===== src/antialiased_line_char_raster_core_assert.svh =====
// assertion macros for the line raster core
`ifndef ANTIALIASED_LINE_CHAR_RASTER_CORE_ASSERT_SVH
`define ANTIALIASED_LINE_CHAR_RASTER_CORE_ASSERT_SVH

// same-cycle implication, held off while reset is low
`define ALCR_ASSERT_NOW(label, clk, rst_n, ante, cons, msg) \
    label: assert property (@(posedge clk) disable iff (!rst_n) (ante) |-> (cons)) \
        else $error(msg);

// next-cycle implication, held off while reset is low
`define ALCR_ASSERT_NEXT(label, clk, rst_n, ante, cons, msg) \
    label: assert property (@(posedge clk) disable iff (!rst_n) (ante) |=> (cons)) \
        else $error(msg);

`endif


===== src/alcr_pkg.sv =====
`timescale 1ns / 1ps
package alcr_pkg;

    localparam int DEF_FRAME_ROWS = 25;
    localparam int DEF_FRAME_COLS = 80;
    localparam int DEF_FRAC_BITS  = 16;

    localparam int KIND_W  = 2;
    localparam int COL_W   = 7;
    localparam int ROW_W   = 5;
    localparam int CHAR_W  = 7;
    localparam int COV_MAX = 25;

    localparam logic [CHAR_W-1:0] SPACE_CHAR = 7'd32;
    localparam logic [CHAR_W-1:0] FULL_CHAR  = 7'd64;
    localparam logic [CHAR_W-1:0] TOP_CHAR   = 7'd37;

    typedef enum logic [KIND_W-1:0] {
        KIND_CLEAR = 2'd0,
        KIND_DRAW  = 2'd1,
        KIND_READ  = 2'd2,
        KIND_NONE  = 2'd3
    } t_kind;

    typedef logic [CHAR_W-1:0] t_char_tab [10];
    localparam t_char_tab TENTH_CHARS = '{
        7'd32, 7'd46, 7'd95, 7'd58, 7'd45, 7'd61, 7'd43, 7'd42, 7'd110, 7'd35
    };

    typedef struct packed {
        logic load;
        logic clr_step;
        logic div_step;
        logic wr_a;
        logic wr_b;
        logic advance;
        logic rd;
        logic out_load;
    } t_cmd;

    typedef struct packed {
        logic clr_last;
        logic div_last;
        logic last_major;
        logic out_free;
    } t_status;

    // coverage c against one = 2^fb, quantised in tenths
    function automatic logic [CHAR_W-1:0] cov_char(input logic [COV_MAX-1:0] c,
                                                   input int fb);
        logic [COV_MAX+4:0] one;
        logic [COV_MAX+4:0] c10;
        logic [CHAR_W-1:0]  ch;
        one = (COV_MAX+5)'(1) << fb;
        c10 = (COV_MAX+5)'(c) * (COV_MAX+5)'(10);
        ch  = TOP_CHAR;
        for (int k = 9; k >= 1; k--) begin
            if (c10 <= (COV_MAX+5)'(k) * one) begin
                ch = TENTH_CHARS[k];
            end
        end
        if (c == '0) begin
            ch = SPACE_CHAR;
        end else if ((COV_MAX+5)'(c) >= one) begin
            ch = FULL_CHAR;
        end
        return ch;
    endfunction

endpackage


===== src/alcr_ctrl.sv =====
`timescale 1ns / 1ps
module alcr_ctrl (
    input  logic             i_clk,
    input  logic             i_rst_n,
    input  logic             i_in_valid,
    input  logic [1:0]       i_kind,
    input  alcr_pkg::t_status i_status,
    output logic             o_in_ready,
    output alcr_pkg::t_cmd   o_cmd
);
    import alcr_pkg::*;

    typedef enum logic [6:0] {
        S_IDLE   = 7'b0000001,
        S_CLR    = 7'b0000010,
        S_DIV    = 7'b0000100,
        S_STEP_A = 7'b0001000,
        S_STEP_B = 7'b0010000,
        S_RD_MEM = 7'b0100000,
        S_RD_OUT = 7'b1000000
    } t_state;

    t_state r_state, n_state;

    always_ff @(posedge i_clk) begin
        if (!i_rst_n) begin
            r_state <= S_CLR;   // frame is swept to spaces after reset
        end else begin
            r_state <= n_state;
        end
    end

    always_comb begin
        n_state    = r_state;
        o_cmd      = '0;
        o_in_ready = 1'b0;
        case (r_state)
            S_IDLE: begin
                o_in_ready = 1'b1;
                if (i_in_valid) begin
                    o_cmd.load = 1'b1;
                    case (t_kind'(i_kind))
                        KIND_CLEAR: n_state = S_CLR;
                        KIND_DRAW:  n_state = S_DIV;
                        KIND_READ:  n_state = S_RD_MEM;
                        default:    n_state = S_IDLE;
                    endcase
                end
            end
            S_CLR: begin
                o_cmd.clr_step = 1'b1;
                if (i_status.clr_last) n_state = S_IDLE;
            end
            S_DIV: begin
                o_cmd.div_step = 1'b1;
                if (i_status.div_last) n_state = S_STEP_A;
            end
            S_STEP_A: begin
                o_cmd.wr_a = 1'b1;
                n_state    = S_STEP_B;
            end
            S_STEP_B: begin
                o_cmd.wr_b    = 1'b1;
                o_cmd.advance = 1'b1;
                n_state = i_status.last_major ? S_IDLE : S_STEP_A;
            end
            S_RD_MEM: begin
                o_cmd.rd = 1'b1;
                n_state  = S_RD_OUT;
            end
            S_RD_OUT: begin
                if (i_status.out_free) begin
                    o_cmd.out_load = 1'b1;
                    n_state        = S_IDLE;
                end
            end
            default: n_state = S_IDLE;
        endcase
    end

endmodule


===== config.mk =====
export PLATFORM = sky130hd
export DESIGN_NAME = alcr_ctrl
export DESIGN_NICKNAME = d
export VERILOG_FILES = /design/src/antialiased_line_char_raster_core_assert.svh /design/src/alcr_pkg.sv /design/src/alcr_ctrl.sv
export SDC_FILE = /design/constraint.sdc
export NUM_CORES = 1
export LEC_CHECK = 0
export ABC_AREA = 0
export BUFFER_PORTS_ARGS = -buffer_cell sky130_fd_sc_hd__buf_2
export CAP_MARGIN = 5
export CORE_MARGIN = 4
export CORE_UTILIZATION = 35
export CTS_CLUSTER_DIAMETER = 80
export DETAILED_ROUTE_END_ITERATION = 10
export GPL_ROUTABILITY_DRIVEN = 0
export GPL_TIMING_DRIVEN = 0
export HOLD_SLACK_MARGIN = 0.08
export MAX_ROUTING_LAYER = met4
export PLACE_DENSITY = 0.71
export SYNTH_ARGS = -nofsm -noshare
export SYNTH_HDL_FRONTEND = slang
export SYNTH_SLANG_ARGS = --single-unit

===== constraint.sdc =====
create_clock -name i_clk -period 4.05 [get_ports i_clk]
set_input_delay 0.6075 -clock i_clk [delete_from_list [all_inputs] [get_ports i_clk]]
set_output_delay 0.6075 -clock i_clk [all_outputs]
set_load 0.005 [all_outputs]

==> summary.md, run 1 <==
| Metric | Value |
|---|---|
| Worst-Margin Slew | `about 0.31 ns` |
| Vias per cell | `~5.6` |
| Pwr/cell area | `roughly 260 nW/um^2` |
| Synth area leader | `dfxtp_1` |
| Initial DRC count | `12` |
| Top post-synthesis cells by area | `dfxtp_1, nor3b_1, and4b_1` |
| Worst Hold Class | `input pin to flop` |
| Die ar. | `approximately 2300 um^2` |
| Vias | `580` |
| Max-slew violations | `0` |
| HPWL Detailed | `1060 um` |
| Fillers | `155` |
| Post-synthesis net count | `76` |
| Static Leakage | `between 0.3 and 0.4 nW` |
| Top-count cell post-synth | `dfxtp_1` |
| DP Cell Count | `100` |
| Root Buffer | `clkbuf_4` |
| Regs by FF count | `r_state x7` |
| # resized after CTS | `0` |
| Die Wd | `between 40 and 50 um` |
| Post-synth top area share | `approximately 25%` |
| Final setup fails | `0` |
| Worst-path fanout max | `10` |
| Postcts setup bufs | `0` |
| CTS tree | `done` |
| Core ar. | `approximately 1500 um^2` |
| Post-synthesis sequential area ratio | `24.8%` |
| Commonest cells in the netlist | `dfxtp_1, nor3b_1, and2_1, nand2b_1, nor2_1` |
| Status | `finished clean` |
| Initial Util | `between 30% and 40%` |
| Worst-path clk slew | `approximately 0.06 ns` |
| Die Y | `slightly below 50 um` |
| Critical path class | `flop to output pin` |
| Global routing usage on met1 | `between 20% and 30%` |
| CTS buffer count | `3` |
| Final hold vios | `0` |
| Antenna violations before repair | `0` |
| Syn avg cell area | `8.42 um^2` |
| Multi-input combinational cell area | `a little under 400 um^2` |
| Fraction of registers with async set/reset | `0%` |
| Final worst path period share | `a little over half` |
| GR met2 Demand/Resource | `20.6%` |
| Min cycle time layout | `2.13 ns` |
| Layout cells sized above 1 | `between 30% and 40%` |
| Residual DRC count | `0` |
| M3 GR Usage | `under 10%` |
| Worst setup SP type | `flop` |
| Clock Path Buffers | `2` |
| WP data required | `~3.4 ns` |
| Crit path DAT | `between 1.5 and 2 ns` |
| Post-synth EDFFs | `0` |
| CTS sink cnt | `7` |
| # IOs | `18` |
| Wire length per cell | `about 13 um` |
| Antenna viol nets, final | `0` |
| Vias in the first global route | `510` |
| Layer with the highest usage | `met2` |
| Final setup skew | `around 0.0054 ns` |
| Final Non-Filler Cells | `104` |
| Synth Register Bits | `7` |
| Total gr overflow | `0` |
| FP Rows | `14` |
| Largest net degree at the start of global routing | `11` |
| Maxcap violations | `0` |
| Nets | `between 90 and 100` |
| Synth Instances | `67` |
| Pre-antenna DRT Iters | `4` |
| Slew Limit Headroom | `79.1%` |
| Global-route wire length before repair | `2300 um` |
| Synth-to-Final Area Change | `23.3%` |
| Main flop type after synthesis | `dfxtp_1` |
| Skew-Pair Late Insertion Delay | `0.25 ns` |
| Drt total wl | `1390 um` |
| Fmax | `about 0.47 GHz` |
| Port Buf Inserts | `17` |
| H-tree depth | `1` |
| Post-synth cell types | `32` |
| Area of the mapped netlist | `about 560 um^2` |
| Max VDD drop | `around 0.074 mV` |
| Crit end category | `output pin` |
| Worst hold margin | `approximately 0.58 ns` |
| Sequential cell area | `about 140 um^2` |
| Ys Warns | `0` |
| Largest reg by FF count | `r_state` |
| ANT cells | `0` |
| RSZ-0062 raised after global routing | `no` |
| Gr usage total | `around 15%` |
| Cts hold-fix bufs | `0` |
| Setup_tns | `0 ns` |
| Largest register FFs | `7` |
## per-layer routing
layer | wire length [um] | up-vias
met5 | 0 | -
li1 | - | 299
met4 | 19 | 0
met3 | 42 | 2
met2 | 650 | 7
met1 | 679 | 272
## final timing paths
check | slack (ns) | to | from | cells past startpoint
worst min-delay path | 0.58 | r_state[1]$_SDFFE_PN1P_ | i_kind[0] | 2
worst max register to register | 2.50 | r_state[0]$_SDFFE_PN0P_ | r_state[0]$_SDFFE_PN0P_ | 5
worst min register to register | 0.72 | r_state[0]$_SDFFE_PN0P_ | r_state[0]$_SDFFE_PN0P_ | 3
worst max-delay path | 1.92 | o_cmd[3] | r_state[0]$_SDFFE_PN0P_ | 6
## cell type report
class | count | share of cell area [%]
well taps | 16 | 2.88
clock buffers | 4 | 3.78
repair buffers | 17 | 12.2
plain buffers | 4 | 3.24
flip-flops and latches | 7 | 20.1
multi-input cells | 55 | 57.2
inverters | 1 | 0.540
## power by group
group | internal [W] | switching (W)
combinational | 0.0000200 | 0.0000234
clock | 0.0000377 | 0.0000277
sequential | 0.0000716 | 0.00000341
total | 0.000129 | 0.0000545
## layout by cell type (no fill, tap or decap), types with 2 or more instances in the layout
cell type,count
a21oi_1,2
a311oi_1,2
and2_1,4
and3_1,2
and4_1,2
and4b_1,3
buf_2,20
clkbuf_4,3
dfxtp_1,7
nand2b_1,4
nand3_1,2
nor2_1,4
nor2b_1,2
nor3_1,3
nor3_2,2
nor3b_1,5
o21a_1,2
o21ai_0,3
## per-stage QoR
stage | cell area (um^2) | setup WS [ns] | power [W] | utilization (%)
floorplan | 564 | 2.36 | 0.000105 | -
global placement | 669 | 2.22 | 0.000119 | 44.4
detailed placement | 669 | 2.19 | 0.000120 | 44.4
CTS | 696 | 1.92 | 0.000185 | 46.2
global route | 696 | 1.79 | 0.000197 | 46.2
finish | 696 | 1.92 | 0.000184 | 46.2
## critical path: stages (launching register included)
cell     delay (ns)
dfxtp_1        0.31
buf_2          0.17
nor3_1         0.18
nor3b_1        0.23
and2_1         0.17
buf_4          0.10
buf_2          0.09
## logic make-up after synthesis
family / after synthesis / share of synthesized area, %
compound gates: 14 / 17.5
buf+inv: 5 / 4.66
mux: 1 / 1.77
flops: 7 / 24.8
simple gates: 39 / 49.7
xor+xnor: 1 / 1.55
(Power assumes the default switching activity.)
==> run 2, diff against run 1 <==
Settings changed: ABC_AREA 0 to 1, PLACE_DENSITY 0.71 to 0.74.
Clock period 4.05 ns to 1.8 ns, I/O delays scaled along.
==> summary.md, run 2 <==
| Metric | Value |
|---|---|
| Worst-Margin Slew | `~0.26 ns` |
| HP Start | `i_rst_n` |
| Maxcap violations | `0` |
| Main flop type after synthesis | `dfxtp_1` |
| Worst r2r src | `r_state[5]$_SDFFE_PN0P_` |
| Worst R2R Path Depth | `10` |
| Status | `finished clean` |
| Post-synth EDFFs | `0` |
| Layout cells sized above 1 | `approximately 31%` |
| Vias per cell | `4.62` |
| CTS tree | `done` |
| Area of the mapped netlist | `499 um^2` |
| Crit end category | `output pin` |
| Initial Util | `between 30% and 40%` |
| Worst setup SP type | `flop` |
| Die Wd | `45.8 um` |
| # IOs | `18` |
| HPWL Detailed | `around 940 um` |
| CP most frequent cell | `nor2_2` |
| Fraction of registers with async set/reset | `0%` |
| Worst-path fanout max | `5` |
| Worst R2R Setup Slack | `0.49 ns` |
| Regs by FF count | `r_state x7` |
| Die ar. | `2090 um^2` |
| CTS buffer count | `3` |
| Largest stage delay on the critical path | `about 0.33 ns` |
| Slowest stage cell, crit path | `dfxtp_1` |
| Cts hold-fix bufs | `0` |
| Nets | `approximately 120` |
| Pre-antenna DRT Iters | `5` |
| Post-synth top area share | `28.1%` |
| Post-synthesis sequential area ratio | `roughly 28%` |
| Wire length per cell | `9.26 um` |
| Commonest cells in the netlist | `inv_1, nand2_1, nor2_1, dfxtp_1, nand3_1` |
| Antenna violations before repair | `0` |
| Crit path DAT | `between 1 and 1.5 ns` |
| Worst-path clk slew | `around 0.06 ns` |
| Antenna viol nets, final | `0` |
| Final hold vios | `0` |
| Residual DRC count | `0` |
| Min-Delay Path Depth | `2` |
| Max VDD drop | `approximately 0.30 mV` |
| Top post-synthesis cells by area | `dfxtp_1, inv_1, nand2_1` |
| Vias | `564` |
| Final setup skew | `0.00352 ns` |
| Postcts setup bufs | `0` |
| Largest net degree at the start of global routing | `7` |
| Setup_tns | `0 ns` |
| ANT cells | `0` |
| Final worst path period share | `86.7%` |
| H-tree depth | `1` |
| Buf/Inv on CP | `2` |
| Synth-to-Final Area Change | `26.1%` |
| Post-synthesis net count | `95` |
| Crit path max-delay family | `simple AND/OR/NAND/NOR gates` |
| Min cycle time layout | `between 1.5 and 2 ns` |
| Die Y | `between 40 and 50 um` |
| Post-synth cell types | `16` |
| Root Buffer | `clkbuf_4` |
| # resized after CTS | `0` |
| WP data required | `about 1.5 ns` |
| Global-route wire length before repair | `roughly 1800 um` |
| Skew-Pair Late Insertion Delay | `between 0.2 and 0.3 ns` |
| CP cell instances | `nor2_2 > nand2_2 > nor2_2 > buf_4 > buf_2` |
| Pwr/cell area | `704 nW/um^2` |
| RSZ-0062 raised after global routing | `no` |
| Most common cell after layout, fill and taps aside | `buf_2` |
| Slew Limit Headroom | `82.8%` |
| Leading cell types in the layout, fill and taps excluded | `buf_2, inv_1, nand2_1, nor2_1` |
| Fmax | `approximately 0.64 GHz` |
| Total gr overflow | `0` |
| Core ar. | `roughly 1300 um^2` |
| Min-Delay Endpoint | `r_state[1]$_SDFFE_PN1P_` |
| Critical path class | `flop to output pin` |
| Initial DRC count | `9` |
| Drt total wl | `between 1000 and 1500 um` |
| Final Non-Filler Cells | `about 120` |
| Syn avg cell area | `between 5 and 6 um^2` |
| DP Cell Count | `approximately 120` |
| Clock Path Buffers | `2` |
| Fillers | `143` |
| Worst Hold Class | `input pin to flop` |
| Ys Warns | `0` |
| Vias in the first global route | `about 450` |
| Gr usage total | `12.4%` |
| Synth Instances | `86` |
| Synth area leader | `dfxtp_1` |
| Final setup fails | `0` |
| Synth Register Bits | `7` |
| Max-slew violations | `0` |
| Worst hold margin | `around 0.25 ns` |
| R2r endpoint | `r_state[0]$_SDFFE_PN0P_` |
| Largest register FFs | `7` |
| Static Leakage | `between 0.3 and 0.4 nW` |
| CTS sink cnt | `7` |
| Largest reg by FF count | `r_state` |
| FP Rows | `13` |
| Port Buf Inserts | `17` |
[run 2: cell types whose count changed in the layout (fill, tap and decap cells not counted), sizes merged, moves of 4 or more]
cell / previous run / this run
nand2: 1 / 21
nor2: 4 / 20
nand2b: 4 / 0
nor3b: 5 / 0
nand3: 2 / 7
and2: 4 / 0
inv: 1 / 19
[run 2: report_power, final]
group,internal (W),switching (W)
clock,0.0000848,0.0000606
combinational,0.0000459,0.0000774
sequential,0.000166,0.00000850
[run 2: worst max path at each step]
| stage | from | to | slack (ns) | cells after the start |
|---|---|---|---|---|
| after floorplan | r_state[1]$_SDFFE_PN1P_ | r_state[0]$_SDFFE_PN0P_ | 0.67 | 10 |
| after global placement | r_state[1]$_SDFFE_PN1P_ | o_cmd[3] | 0.53 | 5 |
| after detailed placement | r_state[1]$_SDFFE_PN1P_ | o_cmd[3] | 0.50 | 5 |
| after CTS | r_state[1]$_SDFFE_PN1P_ | o_cmd[3] | 0.23 | 5 |
| after global routing | r_state[1]$_SDFFE_PN1P_ | o_cmd[3] | 0.15 | 5 |
| final | r_state[1]$_SDFFE_PN1P_ | o_cmd[3] | 0.24 | 5 |
[run 2: worst register-to-register path: stages, from the launching register on]
cell      delay (ns)
dfxtp_1         0.32
inv_1           0.06
nand2_2         0.06
nor2_1          0.22
nand3b_1        0.16
nand2_1         0.11
inv_2           0.05
nand2_4         0.08
nand2_1         0.06
nand2_1         0.05
nor2_1          0.04
[run 2: cells by family (layout without fill, tap and decap cells)]
| family | Yosys count | after routing | synth area share [%] |
|---|---|---|---|
| simple gates | 56 | 56 | 53.1 |
| buf+inv | 20 | 41 | 15.8 |
| flops | 7 | 7 | 28.1 |
| compound gates | 3 | 3 | 3.01 |
[run 2: layout make-up]
| cell class | count | area, um^2 | share of cell area [%] |
|---|---|---|---|
| buffer | 1 | 7.51 | 1.19 |
| sequential | 7 | 140 | 22.3 |
| timing repair buffer | 17 | 85.1 | 13.5 |
| clock buffer | 4 | 26.3 | 4.17 |
| multi-input combinational | 59 | 280 | 44.5 |
| inverter | 19 | 71.3 | 11.3 |
| tap | 15 | 18.8 | 2.98 |
[run 2: routing by layer]
metal | track usage, % | vias up | wire length [um]
met5 | - | - | 0
met4 | 5.11 | 0 | 5
met3 | 3.56 | 2 | 91
met2 | 17.5 | 18 | 488
met1 | 16.4 | 242 | 545
li1 | - | 302 | -
[run 2: through the flow]
stage / cell area, um^2 / utilization, % / setup WS, ns / total power [W]
2_1_floorplan: 499 / - / 0.675 / 0.000263
3_3_place_gp: 603 / 45.8 / 0.531 / 0.000297
3_5_place_dp: 603 / 45.8 / 0.496 / 0.000299
4_1_cts: 629 / 47.8 / 0.225 / 0.000444
5_1_grt: 629 / 47.8 / 0.152 / 0.000470
6_report: 629 / 47.8 / 0.239 / 0.000443
